<file path="src/swdh_pkg.sv">
package swdh_pkg;

    typedef enum logic [1:0] {
        OP_START      = 2'd0,
        OP_TICK       = 2'd1,
        OP_LINE_RESET = 2'd2
    } opcode_t;

    localparam int DEFAULT_LINE_RESET_BITS = 64;

    localparam logic [2:0] ACK_OK = 3'b001;

    localparam int REQ_BITS      = 8;
    localparam int TURN_PHASE    = 8;
    localparam int ACK_FIRST     = 9;
    localparam int ACK_LAST      = 11;
    localparam int WR_TURN_PHASE = 12;
    localparam int DATA_LAST     = 44;
    localparam int RD_DATA_LAST  = 43;
    localparam int FINAL_PHASE   = 45;

    localparam int S_TDATA_W = 40;
    localparam int M_TDATA_W = 40;

    typedef struct packed {
        logic a3;
        logic a2;
        logic rd;
        logic ap;
    } op_flags_t;

endpackage

</file>
<file path="src/swd_host_transfer_sequencer_unit.sv">
// serial wire debug host transfer sequencer
//
// input channel (s_): one request per item. s_tuser carries the opcode: start transfer,
// clock tick or start line reset. a start request latches the transfer fields and gives
// no result. each tick request while a transfer or line reset is running clocks one wire
// bit: it samples dio_in and returns one result on the m_ channel with the level and
// enable the host drives during that bit, the ack bits so far, and on the final bit the
// received word and parity. m_tlast marks the final bit of a transfer or line reset.
// ticks while idle, starts while busy and unknown opcodes give no result.
//
// an accepted request has its result registered in the output register.
// a request can be taken every cycle; the state (bit phase counter, shift word, parity,
// ack bits and busy flag) is updated from each accepted request. when the receiver stalls with a result
// waiting, s_tready drops until the output register is taken; a request is still taken
// in the same cycle the waiting result leaves.
//
// aresetn (synchronous, active low) returns the block to idle with no result pending.
module swd_host_transfer_sequencer_unit #(
    parameter int LINE_RESET_BITS = swdh_pkg::DEFAULT_LINE_RESET_BITS
) (
    input  logic                           aclk,
    input  logic                           aresetn,
    input  logic                           s_tvalid,
    output logic                           s_tready,
    // is_ap, is_read, reg_addr[1:0], write_data[31:0], ignore_ack, dio_in, zero fill
    input  logic [swdh_pkg::S_TDATA_W-1:0] s_tdata,
    // opcode[1:0]
    input  logic [1:0]                     s_tuser,
    output logic                           m_tvalid,
    input  logic                           m_tready,
    // dio_out, dio_drive, ack_code[2:0], read_data[31:0], read_parity, status, zero fill
    output logic [swdh_pkg::M_TDATA_W-1:0] m_tdata,
    output logic                           m_tlast
);
    import swdh_pkg::*;

    localparam int PHASE_W = $clog2(LINE_RESET_BITS);

    logic [PHASE_W-1:0] phase_reg, phase_next;
    logic               busy_reg, busy_next;
    logic [31:0]        shift_reg, shift_next;
    logic               parity_reg, parity_next;
    logic [2:0]         ack_reg, ack_next;
    op_flags_t          flags_reg, flags_next;
    logic               ign_reg, ign_next;
    logic               lreset_reg, lreset_next;

    logic               m_tvalid_reg;
    logic [M_TDATA_W-1:0] m_tdata_reg;
    logic               m_tlast_reg;

    opcode_t     opcode;
    logic        in_is_ap, in_is_read, in_ignore, in_dio;
    logic [1:0]  in_addr;
    logic [31:0] in_wdata;
    logic        in_acc;
    logic        fire;
    logic        dout, drv, status, last, rpar;
    logic [31:0] rdata;
    logic [2:0]  ack_out;
    logic [1:0]  ack_idx;

    assign opcode     = opcode_t'(s_tuser);
    assign in_is_ap   = s_tdata[0];
    assign in_is_read = s_tdata[1];
    assign in_addr    = s_tdata[3:2];
    assign in_wdata   = s_tdata[35:4];
    assign in_ignore  = s_tdata[36];
    assign in_dio     = s_tdata[37];

    assign s_tready = !m_tvalid_reg || m_tready;
    assign in_acc   = s_tvalid && s_tready;
    assign ack_idx  = 2'(phase_reg - PHASE_W'(ACK_FIRST));

    always_comb begin
        phase_next  = phase_reg;
        busy_next   = busy_reg;
        shift_next  = shift_reg;
        parity_next = parity_reg;
        ack_next    = ack_reg;
        flags_next  = flags_reg;
        ign_next    = ign_reg;
        lreset_next = lreset_reg;
        fire    = 1'b0;
        dout    = 1'b0;
        drv     = 1'b0;
        status  = 1'b0;
        last    = 1'b0;
        rpar    = 1'b0;
        rdata   = '0;
        ack_out = '0;
        if (in_acc) begin
            case (opcode)
                OP_START, OP_LINE_RESET: begin
                    if (!busy_reg) begin
                        busy_next   = 1'b1;
                        phase_next  = '0;
                        ack_next    = '0;
                        parity_next = 1'b0;
                        if (opcode == OP_LINE_RESET) begin
                            lreset_next = 1'b1;
                            shift_next  = '0;
                            flags_next  = '0;
                            ign_next    = 1'b0;
                        end else begin
                            lreset_next = 1'b0;
                            flags_next  = '{a3: in_addr[1], a2: in_addr[0],
                                            rd: in_is_read, ap: in_is_ap};
                            shift_next  = in_wdata;
                            ign_next    = in_ignore;
                        end
                    end
                end
                OP_TICK: begin
                    if (busy_reg) begin
                        fire = 1'b1;
                        if (lreset_reg) begin
                            dout = 1'b1;
                            drv  = 1'b1;
                            last = (phase_reg == PHASE_W'(LINE_RESET_BITS - 1));
                        end else begin
                            if (phase_reg < PHASE_W'(REQ_BITS)) begin
                                drv = 1'b1;
                                case (phase_reg[2:0])
                                    3'd0:    dout = 1'b1;
                                    3'd1:    dout = flags_reg.ap;
                                    3'd2:    dout = flags_reg.rd;
                                    3'd3:    dout = flags_reg.a2;
                                    3'd4:    dout = flags_reg.a3;
                                    3'd5:    dout = ^flags_reg;
                                    3'd6:    dout = 1'b0;
                                    default: dout = 1'b1;
                                endcase
                            end else if (phase_reg == PHASE_W'(TURN_PHASE)) begin
                                // released turnaround
                            end else if (phase_reg <= PHASE_W'(ACK_LAST)) begin
                                ack_next = ack_reg | (3'(in_dio) << ack_idx);
                                if (phase_reg == PHASE_W'(ACK_LAST) && flags_reg.rd
                                        && ack_next != ACK_OK) begin
                                    status = 1'b1;
                                    last   = 1'b1;
                                end
                            end else if (flags_reg.rd) begin
                                if (phase_reg <= PHASE_W'(RD_DATA_LAST)) begin
                                    shift_next = {in_dio, shift_reg[31:1]};
                                end else if (phase_reg == PHASE_W'(DATA_LAST)) begin
                                    parity_next = in_dio;
                                end else begin
                                    drv   = 1'b1;
                                    last  = 1'b1;
                                    rdata = shift_reg;
                                    rpar  = parity_reg;
                                end
                            end else begin
                                drv = 1'b1;
                                if (phase_reg == PHASE_W'(WR_TURN_PHASE)) begin
                                    if (ack_reg != ACK_OK && !ign_reg) begin
                                        status = 1'b1;
                                        last   = 1'b1;
                                    end
                                end else if (phase_reg <= PHASE_W'(DATA_LAST)) begin
                                    dout        = shift_reg[0];
                                    parity_next = parity_reg ^ shift_reg[0];
                                    shift_next  = {1'b0, shift_reg[31:1]};
                                end else begin
                                    dout = parity_reg;
                                    last = 1'b1;
                                end
                            end
                            ack_out = ack_next;
                        end
                        phase_next = phase_reg + 1'b1;
                        if (last) begin
                            busy_next  = 1'b0;
                            phase_next = '0;
                        end
                    end
                end
                default: begin
                end
            endcase
        end
    end

    always_ff @(posedge aclk) begin
        if (!aresetn) begin
            phase_reg    <= '0;
            busy_reg     <= 1'b0;
            shift_reg    <= '0;
            parity_reg   <= 1'b0;
            ack_reg      <= '0;
            flags_reg    <= '0;
            ign_reg      <= 1'b0;
            lreset_reg   <= 1'b0;
            m_tvalid_reg <= 1'b0;
        end else begin
            phase_reg  <= phase_next;
            busy_reg   <= busy_next;
            shift_reg  <= shift_next;
            parity_reg <= parity_next;
            ack_reg    <= ack_next;
            flags_reg  <= flags_next;
            ign_reg    <= ign_next;
            lreset_reg <= lreset_next;
            if (in_acc) begin
                m_tvalid_reg <= fire;
            end else if (m_tready) begin
                m_tvalid_reg <= 1'b0;
            end
        end
    end

    always_ff @(posedge aclk) begin
        if (fire) begin
            m_tdata_reg <= {1'b0, status, rpar, rdata, ack_out, drv, dout};
            m_tlast_reg <= last;
        end
    end

    assign m_tvalid = m_tvalid_reg;
    assign m_tdata  = m_tdata_reg;
    assign m_tlast  = m_tlast_reg;

    a_last_idle : assert property (@(posedge aclk) disable iff (!aresetn)
        m_tvalid_reg && m_tlast_reg |-> !busy_reg)
        else $error("final bit shown while still busy");

    a_fault_last : assert property (@(posedge aclk) disable iff (!aresetn)
        m_tvalid_reg && m_tdata_reg[38] |-> m_tlast_reg)
        else $error("ack fault without end of transfer");

    a_idle_phase : assert property (@(posedge aclk) disable iff (!aresetn)
        !busy_reg |-> phase_reg == '0)
        else $error("phase counter not cleared while idle");

    a_xfer_phase : assert property (@(posedge aclk) disable iff (!aresetn)
        busy_reg && !lreset_reg |-> phase_reg <= PHASE_W'(FINAL_PHASE))
        else $error("transfer phase beyond final bit");

endmodule
</file>
<file path="config.mk">
export PLATFORM = sky130hd
export DESIGN_NAME = swd_host_transfer_sequencer_unit
export DESIGN_NICKNAME = d
export VERILOG_FILES = /design/src/swdh_pkg.sv /design/src/swd_host_transfer_sequencer_unit.sv
export SDC_FILE = /design/constraint.sdc
export NUM_CORES = 1
export LEC_CHECK = 0
export ABC_CLOCK_PERIOD_IN_PS = 5900
export BUFFER_PORTS_ARGS = -buffer_cell sky130_fd_sc_hd__buf_2
export CORE_UTILIZATION = 40
export CTS_CLUSTER_SIZE = 24
export DETAILED_ROUTE_END_ITERATION = 12
export GPL_TIMING_DRIVEN = 0
export SLEW_MARGIN = 30
export SYNTH_ARGS = -nofsm -noshare
export SYNTH_HDL_FRONTEND = slang
export SYNTH_SLANG_ARGS = --single-unit
</file>
<file path="constraint.sdc">
create_clock -name aclk -period 5.9 [get_ports aclk]
set_input_delay 1.18 -clock aclk [delete_from_list [all_inputs] [get_ports aclk]]
set_output_delay 1.18 -clock aclk [all_outputs]
set_load 0.02 [all_outputs]
</file>
==> After elaboration in Yosys (flattened, before gate mapping) <==
Cells that the tools add are included.
W data, S select, Z words.
{ "op_classes": {"n_addsub": 2, "n_lt_le_gt_ge": 4, "n_eq_ne": 26, "shifts": 1, "muxes": 76, "bitwise": 6, "reduce_logical": 22} }
{ "op_table": {"columns": ["operator", "n"], "rows": [
  ["$mux W32", 11],
  ["$pmux W32 S2", 1],
  ["$mux W1", 49],
  ["$eq A6 B4 Y1 const B", 3],
  ["$mux W3", 6],
  ["$mux W6", 3],
  ["$ne A3 B3 Y1 const B", 5],
  ["$eq A6 B6 Y1 const B", 2],
  ["$le A6 B6 Y1 const B", 2],
  ["$ne A2 B2 Y1 const B", 6],
  ["$pmux W6 S2", 1],
  ["$reduce_and A12 Y1", 1],
  ["$reduce_and A11 Y1", 1],
  ["$reduce_or A10 Y1", 1],
  ["$eq A3 B3 Y1 const B", 3],
  ["$add A6 B1 Y6 const B", 1],
  ["$eq A3 B2 Y1 const B", 2],
  ["$le A6 B4 Y1 const B", 1],
  ["$lt A6 B4 Y1 const B", 1],
  ["$ne A3 B1 Y1 const B", 2],
  ["$pmux W1 S6", 1],
  ["$pmux W3 S2", 1],
  ["$reduce_and A3 Y1", 2],
  ["$reduce_or A6 Y1", 1],
  ["21 further kinds", 30]
]} }
{ "totals": {"ff_bits": 90, "out_inout_bits": 43, "word_cells": 154} }

==> Logic depth before layout (Yosys ltp) <==
Gate-level depths: netlist of run 1.
{ "depth": {"word_depth": 16, "mapped_depth": 12} }

==> Worst setup path after synthesis of run 1 <==
No wires, ideal clock.
{ "synth_timing": {"kind": "input -> register", "start": "input port m_tready", "end": "register m_tdata_reg[10], in the netlist m_tdata[10] (data pin)", "arrival_time_ps": 3520, "required_time_ps": 5769, "setup_slack_ps": 2248, "path_stages": 7, "path_cell_list": "nand2b_1 -> nand4_2 -> inv_1 -> nand2_1 -> nor4b_2 -> clkbuf_1 -> and2_1"} }
{ "synth_between": {"elab_chain_cells": 4} }
{ "synth_rtl": {"columns": ["item", "line", "rtl"], "rows": [
  ["start, declared", "swd_host_transfer_sequencer_unit.sv:30", "input logic m_tready,"],
  ["$logic_or A1 B1 Y1", "swd_host_transfer_sequencer_unit.sv:71", "assign s_tready = !m_tvalid_reg || m_tready;"],
  ["$logic_and A1 B1 Y1", "swd_host_transfer_sequencer_unit.sv:72", "assign in_acc = s_tvalid && s_tready;"],
  ["$not A1 Y1 (no source line)", null, null],
  ["$reduce_or A10 Y1 (no source line)", null, null],
  ["end signal, assigned", "swd_host_transfer_sequencer_unit.sv:215", "m_tdata_reg <= {1'b0, status, rpar, rdata, ack_out, drv, dout};"],
  ["end, declared", "swd_host_transfer_sequencer_unit.sv:49", "logic [M_TDATA_W-1:0] m_tdata_reg;"]
]} }
Every way passes these cells.
A chain may end at the register's enable or synchronous reset.

==> Worst setup path after layout of run 1 <==
{ "layout_timing": {"start": "input port s_tuser[1]", "end": "register m_tdata_reg[36], in the netlist m_tdata[36] (data pin)"} }
{ "layout_between": {"elab_chain_cells": 3} }
{ "layout_rtl": {"columns": ["item", "line", "rtl"], "rows": [
  ["start, declared", "swd_host_transfer_sequencer_unit.sv:28", "input logic [1:0] s_tuser,"],
  ["$eq A2 B1 Y1", "swd_host_transfer_sequencer_unit.sv:93", "case (opcode)"],
  ["$not A1 Y1 (no source line)", null, null],
  ["$reduce_or A10 Y1 (no source line)", null, null]
]} }
Every way passes these cells.

==> flow_summary_export.csv, run 1 <==
group,metric,value,unit
drt,num_vias,3958,
pwr,irDropWorstVdd,0.000122,V
finish,area_growth,19.3,%
min_path,hold_path_class,"register to register",
run,drv_cap,0,
finish,largest_reg_flops,39,
yosys,yosys_warnings,0,
yosys,synthCells,484,
clocking,clock-sinks,90,
global_route,grt_pass1_wl,19600,um
outcome,status,"completed",
finish,nets,632,
placement,place_hpwl,8270,um
setup_path,worstSetupStartpoint,"s_tuser[1]",
clocking,cts.htree.levels,3,
pwr,cellPowerDensity,249,mW/mm^2
global_route,antenna_found_initial,0,
die,die_w,111,um
die,core_area,0.0115,mm^2
global_route,grt_max_degree,27,
yosys,netlist_area,0.00472,mm^2
drt,drt_drc_violations_left,0,
timing,worstMarginPinSlew,0.744,ns
clocking,hold_buffers,0,
clocking,clk_latency,0.34,ns
drt,ant_nets,0,
timing,maxSlewViolCount,0,
die,rows,39,
drt,dr.pass1.iters,4,
clocking,clkSlewWorstSetupHoldPaths,0.07,ns
placement,place_ws,1.85,ns
yosys,avgSynthCellArea,9.75,um^2
die,die-area,0.0122,mm^2
clocking,cts_setup_buffers,0,
finish,seq_area,0.00220,mm^2
clocking,clock_path_buffers,2,
drt,drtIter0Drc,132,
clocking,numCtsBuffers,9,
yosys,ys.flop_type,"dfxtp_1",
timing,setup_tns,0,ns
timing,final-setup-viol-count,0,
setup_path,rr_worst_depth,10,
yosys,synth_cell_types,54,
timing,finalHoldViolCount,0,
setup_path,cp-end-kind,"register",
finish,fillers,1067,
yosys,synth.net_count,535,
die,start_util,41.1,%
setup_path,crit_path_end,"m_tdata[36]",
setup_path,critPathMaxFanout,26,
timing,min_period,3.62,ns
clocking,cts_root_buf,"clkbuf_16",
placement,placed_cells,713,
placement,gp_congestion,0.848,
finish,drive_gt1_share,26.3,%
clocking,cts_tree,"done",
timing,clock.fmax,276,MHz
drt,wl_per_cell,16.0,um
setup_path,critPathKind,"input port to register",
finish,antenna_cells,0,
yosys,synth-seq-cells,90,
global_route,grt_overflow_total,0,
die,die_y,111,um
clocking,postCtsResizedCells,0,
setup_path,r2r_end,"m_tdata[36]",
placement,port_buffers,85,
timing,layout_setup_ws,2.28,ns
setup_path,critPathArrivalTime,3.83,ns
pwr,leakagePower,2.27,nW
setup_path,timing.rr.start,"phase_reg[0]",
drt,finalWirelength,11700,um
global_route,grt_use_total,19.7,%
yosys,synth_edf_count,40,
timing,clock_skew,0.00893,ns
setup_path,critical_path_required,6.11,ns
setup_path,rrSetupSlack,2.93,ns
finish,instances_no_fill,729,
yosys,ys_async_sr_fraction,0,%
setup_path,crit_path_start_kind,"input port",
timing,rsz0062_at_grt,"false",
yosys,yosysSeqAreaShare,46.7,%
drt,vias_per_cell,5.43,
timing,slew_headroom,50.4,%
finish,multi_input_area,0.00230,mm^2
die,ios,89,
timing,timing.final.crit_share,61.3,%
global_route,grt_pass1_vias,3981,
==> cell families after synthesis <==
family                   after synthesis  share of synthesized area [%]
adder cells (fa/ha/maj)                5                           1.33
AO/OA/AOI/OAI                        146                           22.4
other                                  1                         0.0795
multiplexers                          31                           6.58
XOR/XNOR                               4                          0.743
AND/OR/NAND/NOR                      160                           17.5
buffers and inverters                 47                           4.67
flip-flops                            90                           46.7
==> critical path, cell delays in order <==
cell      delay, ns
buf_2          0.11
and2b_1        0.32
nand4_2        0.32
inv_2          0.44
buf_12         0.25
nand2_1        0.11
nor4b_2        0.51
clkbuf_1       0.38
and2_1         0.20
==> cell type report <==
| cell class | count | area share (%) |
|---|---|---|
| plain buffers | 39 | 3.38 |
| clock buffers | 10 | 4.24 |
| clock inverters | 6 | 0.867 |
| inverters | 8 | 0.533 |
| multi-input cells | 347 | 40.8 |
| flip-flops and latches | 90 | 39.1 |
| well taps | 143 | 3.18 |
| repair buffers | 86 | 7.91 |
==> power by group <==
part / internal, mW / switching [mW]
Combinational: 0.0674 / 0.101
Clock: 0.302 / 0.254
Sequential: 0.666 / 0.0142
Total: 1.04 / 0.369
==> stage by stage <==
stage / hold slack [ns] / util [%] / cell area (um^2) / power [mW]
after global routing: 0.504 / 49.1 / 5630 / 1.46
final: 0.474 / 49.1 / 5630 / 1.40
after global placement: 0.448 / 46.4 / 5320 / 0.856
after floorplan: 0.428 / - / 4720 / 0.810
after detailed placement: 0.459 / 46.6 / 5340 / 0.862
after CTS: 0.469 / 49.1 / 5630 / 1.42
==> worst min-delay path by stage <==
stage               startpoint       to  slack, ns  cells after the start
CTS                    ign_reg  ign_reg       0.47                      2
floorplan              ign_reg  ign_reg       0.43                      2
finish                 ign_reg  ign_reg       0.47                      2
global placement       ign_reg  ign_reg       0.45                      2
global route           ign_reg  ign_reg       0.50                      2
detailed placement     ign_reg  ign_reg       0.46                      2
==> routing by layer <==
| layer | track usage [%] | routed length [um] | vias up |
|---|---|---|---|
| met5 | 0 | 0 | - |
| met4 | 6.22 | 136 | 0 |
| met3 | 3.79 | 693 | 12 |
| met2 | 32.0 | 5520 | 117 |
| met1 | 26.3 | 5330 | 1880 |
| li1 | - | - | 1949 |
==> layout by cell type (no fill, tap or decap), types with 11 or more instances in the layout <==
master,n
a211oi_2,30
a21oi_1,82
and2_1,34
buf_2,90
clkbuf_1,24
dfxtp_1,50
edfxtp_1,40
mux2i_1,31
nand2_1,18
nand3_1,16
nor2_1,52
nor3_1,11
==> synthesized netlist by cell type (3+ instances only) <==
library cell	number	area share, %
a211o_1	5	0.93
a211oi_1	3	0.48
a211oi_2	30	8.0
a21oi_1	82	8.7
a31oi_1	3	0.40
a32o_1	3	0.64
and2_1	34	4.5
buf_1	4	0.32
buf_2	5	0.53
buf_6	4	0.95
clkbuf_1	24	1.9
dfxtp_1	50	21
edfxtp_1	40	25
ha_1	5	1.3
inv_1	6	0.48
mux2i_1	31	6.6
nand2_1	18	1.4
nand2b_1	8	1.1
nand3_1	16	1.7
nor2_1	52	4.1
nor3_1	11	1.2
nor4_1	4	0.53
o21ai_0	7	0.74
xnor2_1	3	0.56
Note: power is estimated with default switching activity, not from simulation.
==> inputs of run 2 (changes only) <==
--- a/config.mk
+++ b/config.mk
@@ -5,7 +5,8 @@
 export SDC_FILE = /design/constraint.sdc
 export NUM_CORES = 1
 export LEC_CHECK = 0
-export ABC_CLOCK_PERIOD_IN_PS = 5900
+export ABC_AREA = 1
+export ABC_CLOCK_PERIOD_IN_PS = 3200
 export BUFFER_PORTS_ARGS = -buffer_cell sky130_fd_sc_hd__buf_2
 export CORE_UTILIZATION = 40
 export CTS_CLUSTER_SIZE = 24
==> constraint.sdc (replaced) <==
create_clock -name aclk -period 3.2 [get_ports aclk]
set_input_delay 0.64 -clock aclk [delete_from_list [all_inputs] [get_ports aclk]]
set_output_delay 0.64 -clock aclk [all_outputs]
set_load 0.02 [all_outputs]
==> run 2 against run 1 <==
- wire length decreased by 12%
- power is 62% higher
- sequential share of layout area is 4.3 points higher
- area after synthesis down 9.7%
==> flow_summary_export.csv, run 2 <==
group,metric,value,unit
timing,worstMarginPinSlew,0.570,ns
yosys,avgSynthCellArea,8.38,um^2
timing,finalHoldViolCount,0,
global_route,antenna_found_initial,0,
yosys,synth_top_family_by_area,"simple AND/OR/NAND/NOR gates",
drt,met2_length,4780,um
placement,port_buffers,84,
min_path,hold_path_class,"register to register",
clocking,hold_buffers,0,
placement,place_hpwl,7570,um
clocking,postCtsResizedCells,0,
pwr,cellPowerDensity,450,mW/mm^2
drt,drt_drc_violations_left,0,
yosys,yosysMostFrequentCell,"inv_1",
global_route,grt_pass1_wl,16900,um
yosys,synthCells,508,
yosys,yosysSeqAreaShare,51.7,%
clocking,numCtsBuffers,9,
setup_path,critical_path_required,3.46,ns
timing,timing.final.crit_share,69.4,%
placement,gp_congestion,0.855,
clocking,clock-sinks,90,
yosys,muxShareOfSynthArea,0,%
placement,dpl_cell_area,0.00488,mm^2
finish,antenna_cells,0,
global_route,grt_use_total,19.4,%
timing,maxSlewViolCount,0,
yosys,synth-seq-cells,90,
die,ios,89,
drt,drt-met1-wl,4840,um
timing,layout_setup_ws,0.981,ns
outcome,status,"completed",
drt,num_vias,3719,
timing,holdWs,0.478,ns
yosys,synth.top_cell.area_share,28.2,%
clocking,cts.htree.levels,3,
drt,drtIter0Drc,150,
yosys,synth-xor-area-share,1.03,%
die,die-area,0.0111,mm^2
drt,vias_per_cell,4.99,
placement,placed_cells,729,
yosys,ys_async_sr_fraction,0,%
setup_path,critPathArrivalTime,2.48,ns
pwr,leakagePower,1.86,nW
timing,setup_tns,0,ns
drt,ant_nets,0,
drt,wl_met3,454,um
drt,dr.pass1.iters,4,
clocking,cts_setup_buffers,0,
die,start_util,41.3,%
setup_path,cp-end-kind,"register",
yosys,synth.net_count,559,
clocking,clk_latency,0.36,ns
global_route,grt_pass1_vias,3521,
setup_path,crit_path_start_kind,"register",
yosys,yosys.area_share.simple,18.2,%
yosys,netlist_area,0.00426,mm^2
yosys,synth_area_leader_cell,"edfxtp_1",
timing,clock.fmax,451,MHz
global_route,grt_overflow_total,0,
yosys,synth-compound-area-share,17.2,%
timing,slew_headroom,62.0,%
finish,final_common_cell,"buf_2",
pwr,irDropWorstVdd,0.000285,V
yosys,synth_edf_count,40,
finish,largest_reg_flops,39,
timing,rsz0062_at_grt,"false",
clocking,cts_root_buf,"clkbuf_8",
drt,finalWirelength,10200,um
drt,route.top_layer_used,"met4",
die,die_w,105,um
clocking,clock_path_buffers,2,
global_route,grt_max_degree,25,
finish,nets,655,
clocking,clkSlewWorstSetupHoldPaths,0.09,ns
finish,area_growth,19.0,%
timing,min_period,2.22,ns
finish,finalInstanceArea,0.00507,mm^2
yosys,synth_cell_types,38,
setup_path,critPathMaxFanout,10,
finish,drive_gt1_share,21.7,%
placement,place_ws,0.781,ns
die,rows,37,
finish,instances_no_fill,745,
clocking,cts_tree,"done",
run,drv_cap,0,
yosys,yosys_warnings,0,
timing,final-setup-viol-count,0,
die,core_area,0.0103,mm^2
drt,wl_per_cell,13.7,um
die,die_y,105,um
yosys,ys.flop_type,"dfxtp_1",
setup_path,critPathKind,"register to register",
yosys,synthAdderAreaFrac,1.47,%
timing,clock_skew,0.0120,ns
finish,mostFrequentLayoutCells,"buf_2 (87), inv_1 (66), nor2_1 (56), a21oi_1 (53), nand3_1 (52)",
yosys,synth_common_cells,"inv_1 (67), nor2_1 (56), a21oi_1 (53), nand3_1 (52), dfxtp_1 (50)",
yosys,synth.top_cells.by_area,"edfxtp_1 (28%), dfxtp_1 (24%), a21oi_1 (6.2%)",
-- run 2: cell count changes after synthesis, sizes merged, moves of 28 or more --
cell | before | now
inv | 8 | 72
o21ai | 7 | 71
nand3 | 16 | 54
and2 | 35 | 0
mux2i | 31 | 0
a211oi | 33 | 5
a21oi | 82 | 54
-- run 2: path summary, 6_finish.rpt --
path | startpoint | endpoint | slack, ns | cells past startpoint
max | phase_reg[0] | shift_reg[5] | 0.98 | 11
min | shift_reg[11] | shift_reg[11] | 0.48 | 2
max reg2reg | phase_reg[0] | shift_reg[5] | 0.98 | 11
min reg2reg | shift_reg[11] | shift_reg[11] | 0.48 | 2
-- run 2: final cells by class --
class	count	area [um^2]
Fill cell	1010	5260
Sequential cell	90	2200
Multi-Input combinational cell	317	1620
Timing Repair Buffer	85	448
Inverter	73	274
Tap cell	136	170
Buffer	28	165
Clock buffer	9	124
Clock inverter	7	67.6
-- run 2: logic make-up (layout without fill, tap and decap cells) --
family	count (synthesis)	count (layout)
AOI/OAI and AO/OA	138	138
xor gates and xnor gates	5	5
adders and majority gates	5	5
other	1	1
and+or+nand+nor	168	168
buffers and inverters	101	202
DFF	90	90
-- run 2: critical path, stage by stage (launching register included) --
cell,delay (ns)
dfxtp_1,0.47
inv_1,0.17
ha_1,0.31
nand3_1,0.17
nand2_2,0.09
nor2_1,0.18
nand2_1,0.09
nand2_2,0.09
nand3_4,0.16
buf_6,0.20
o21ai_1,0.14
a21oi_1,0.05
-- run 2: per-layer routing --
layer  track usage [%]  up-vias
met5                 0        -
met4              6.34        0
met3              3.99       19
met2              31.9       90
met1              25.3     1717
li1                  -     1893
-- run 2: power breakdown --
group / switching, mW / total (mW) / internal [mW]
clock: 0.405 / 0.764 / 0.359
combinational: 0.164 / 0.260 / 0.0960
sequential: 0.0178 / 1.26 / 1.24
-- run 2: through the flow --
step | utilization [%] | power [mW]
2_1_floorplan | - | 1.45
3_3_place_gp | 47.0 | 1.53
3_5_place_dp | 47.2 | 1.54
4_1_cts | 49.1 | 2.30
5_1_grt | 49.1 | 2.39
6_report | 49.1 | 2.28
==> inputs of run 3 (changes only) <==
--- a/config.mk
+++ b/config.mk
@@ -6,7 +6,7 @@
 export NUM_CORES = 1
 export LEC_CHECK = 0
 export ABC_AREA = 1
-export ABC_CLOCK_PERIOD_IN_PS = 3200
+export ABC_CLOCK_PERIOD_IN_PS = 1900
 export BUFFER_PORTS_ARGS = -buffer_cell sky130_fd_sc_hd__buf_2
 export CORE_UTILIZATION = 40
 export CTS_CLUSTER_SIZE = 24
==> constraint.sdc (replaced) <==
create_clock -name aclk -period 1.9 [get_ports aclk]
set_input_delay 0.38 -clock aclk [delete_from_list [all_inputs] [get_ports aclk]]
set_output_delay 0.38 -clock aclk [all_outputs]
set_load 0.02 [all_outputs]
==> run 3 against run 2 <==
- final cell count is 1.7% higher
- critical path depth is 1 lower
- power is 65% higher
- sequential cell count stayed put
- fmax is 22% higher
- die area stayed put
- non-clock buffer count is 9 higher
- count of clock-buffer cells in the layout is 1 higher
- critical endpoint is now shift_reg[10]
==> flow_summary_export.csv, run 3 (synthesis results as in run 2) <==
group,metric,value,unit
outcome,status,"completed",
pwr,sw_frac_of_total,27.2,%
timing,min_period,1.81,ns
timing,layout_setup_ws,0.0865,ns
drt,dr.pass1.iters,5,
clocking,cts.htree.levels,3,
finish,antenna_cells,0,
setup_path,critPathArrivalTime,2.06,ns
placement,port_buffers,84,
finish,utilization,50.9,%
clocking,clkSlewWorstSetupHoldPaths,0.09,ns
finish,finalInstanceArea,0.00526,mm^2
finish,instances_no_fill,758,
placement,gp_congestion,0.876,
pwr,power.total,3.76,mW
die,die-area,0.0111,mm^2
die,start_util,41.3,%
placement,dpl_cell_area,0.00487,mm^2
timing,holdWs,0.302,ns
finish,largest_reg_flops,39,
placement,place_ws,-0.529,ns
global_route,grt_use_total,19.2,%
die,die_w,105,um
pwr,leakagePower,1.90,nW
setup_path,critical_path_required,2.14,ns
finish,fillers,990,
timing,finalHoldViolCount,0,
die,rows,37,
pwr,switchingPower,1.02,mW
run,drv_cap,0,
timing,setup_tns,0,ns
setup_path,rrSetupSlack,0.09,ns
setup_path,crit_path_start_kind,"register",
clocking,clock_path_buffers,2,
die,die_y,105,um
finish,drive_gt1_share,27.0,%
finish,mostFrequentLayoutCells,"buf_2 (86), inv_1 (63), nor2_1 (53), a21oi_1 (53), nand3_1 (49)",
timing,maxSlewViolCount,0,
setup_path,critPathMaxFanout,10,
pwr,irDropWorstVdd,0.000448,V
timing,timing.final.crit_share,95.4,%
clocking,numCtsBuffers,9,
drt,drtIter0Drc,168,
min_path,hold_path_class,"input port to register",
timing,rsz0062_at_grt,"true",
drt,drt_drc_violations_left,0,
setup_path,critPathKind,"register to register",
pwr,p_int,2.73,mW
timing,slew_headroom,56.4,%
die,ios,89,
timing,clock.fmax,551,MHz
drt,ant_nets,0,
drt,finalWirelength,10800,um
finish,area_growth,23.5,%
timing,clock_skew,0.0132,ns
finish,final_common_cell,"buf_2",
global_route,grt_pass1_wl,16800,um
timing,final-setup-viol-count,0,
clocking,cts_tree,"done",
drt,wl_per_cell,14.2,um
pwr,p_comb_share,12.5,%
pwr,pwr-share-seq,56.2,%
clocking,clock-sinks,90,
finish,nets,668,
clocking,clk_latency,0.35,ns
die,core_area,0.0103,mm^2
global_route,grt_max_degree,24,
global_route,antenna_found_initial,0,
setup_path,cp-end-kind,"register",
global_route,grt_pass1_vias,3439,
placement,place_hpwl,7390,um
clocking,cts_root_buf,"clkbuf_8",
global_route,grt_overflow_total,0,
pwr,cellPowerDensity,714,mW/mm^2
timing,worstMarginPinSlew,0.654,ns
drt,num_vias,3764,
drt,vias_per_cell,4.97,
pwr,clock_power_share,31.3,%
placement,placed_cells,728,
run 3: cell count changes in the layout (fill, tap and decap cells not counted), moves of 4 or more:
cell        previous run  this run
buf_4                  1        11
dfxtp_1               50        43
clkinvlp_4             1         6
nand2_1               34        29
dfxtp_2                0         4
nand2_2                6        10
run 3: path summary, 6_finish.rpt:
check	to	cells past startpoint	startpoint
setup / recovery	shift_reg[10]	10	phase_reg[0]
hold / removal	ign_reg	3	s_tdata[36]
setup reg to reg	shift_reg[10]	10	phase_reg[0]
hold reg to reg	shift_reg[8]	2	shift_reg[8]
run 3: power groups by stage:
stage | Sequential, mW | Clock [mW] | Combinational [mW]
floorplan | 2.17 | 0 | 0.280
global placement | 2.16 | 0 | 0.430
detailed placement | 2.16 | 0 | 0.435
CTS | 2.11 | 1.21 | 0.446
global route | 2.12 | 1.28 | 0.523
finish | 2.11 | 1.18 | 0.469
run 3: what timing repair did:
item | 4_1_cts | 5_1_grt
setup buffers | 0 | 9
pin swaps | 0 | 1
hold endpoints to repair | 0 | 0
resized for setup | 11 | 25
hold buffers | 0 | 0
endpoints found under the setup margin | 114 | 111
cloned | 2 | 3
run 3: cell type report:
| type | instances | area, um^2 | share of cell area, % |
|---|---|---|---|
| timing repair inverter | 3 | 22.5 | 0.428 |
| clock buffer | 10 | 128 | 2.43 |
| sequential | 90 | 2220 | 42.2 |
| buffer | 28 | 171 | 3.26 |
| tap | 136 | 170 | 3.24 |
| multi-input combinational | 318 | 1710 | 32.6 |
| timing repair buffer | 94 | 513 | 9.75 |
| inverter | 73 | 280 | 5.33 |
| clock inverter | 6 | 41.3 | 0.785 |
run 3: per-layer routing:
layer | part of all wire, % | track usage (%) | vias up | routed length [um]
li1 | - | - | 1920 | -
met1 | 47 | 25.1 | 1729 | 5060
met2 | 47 | 31.9 | 103 | 5080
met3 | 4.4 | 2.62 | 12 | 473
met4 | 1.7 | 7.55 | 0 | 180
met5 | 0 | 0 | - | 0
run 3: worst max-delay path, cell delays in order, from the launching register on:
cell	delay [ns]
dfxtp_4	0.38
ha_2	0.21
nand2_2	0.10
a21oi_1	0.08
a21oi_2	0.17
nand2_1	0.09
nand2_2	0.12
nand3_4	0.17
buf_6	0.19
o21ai_1	0.14
a21oi_1	0.06
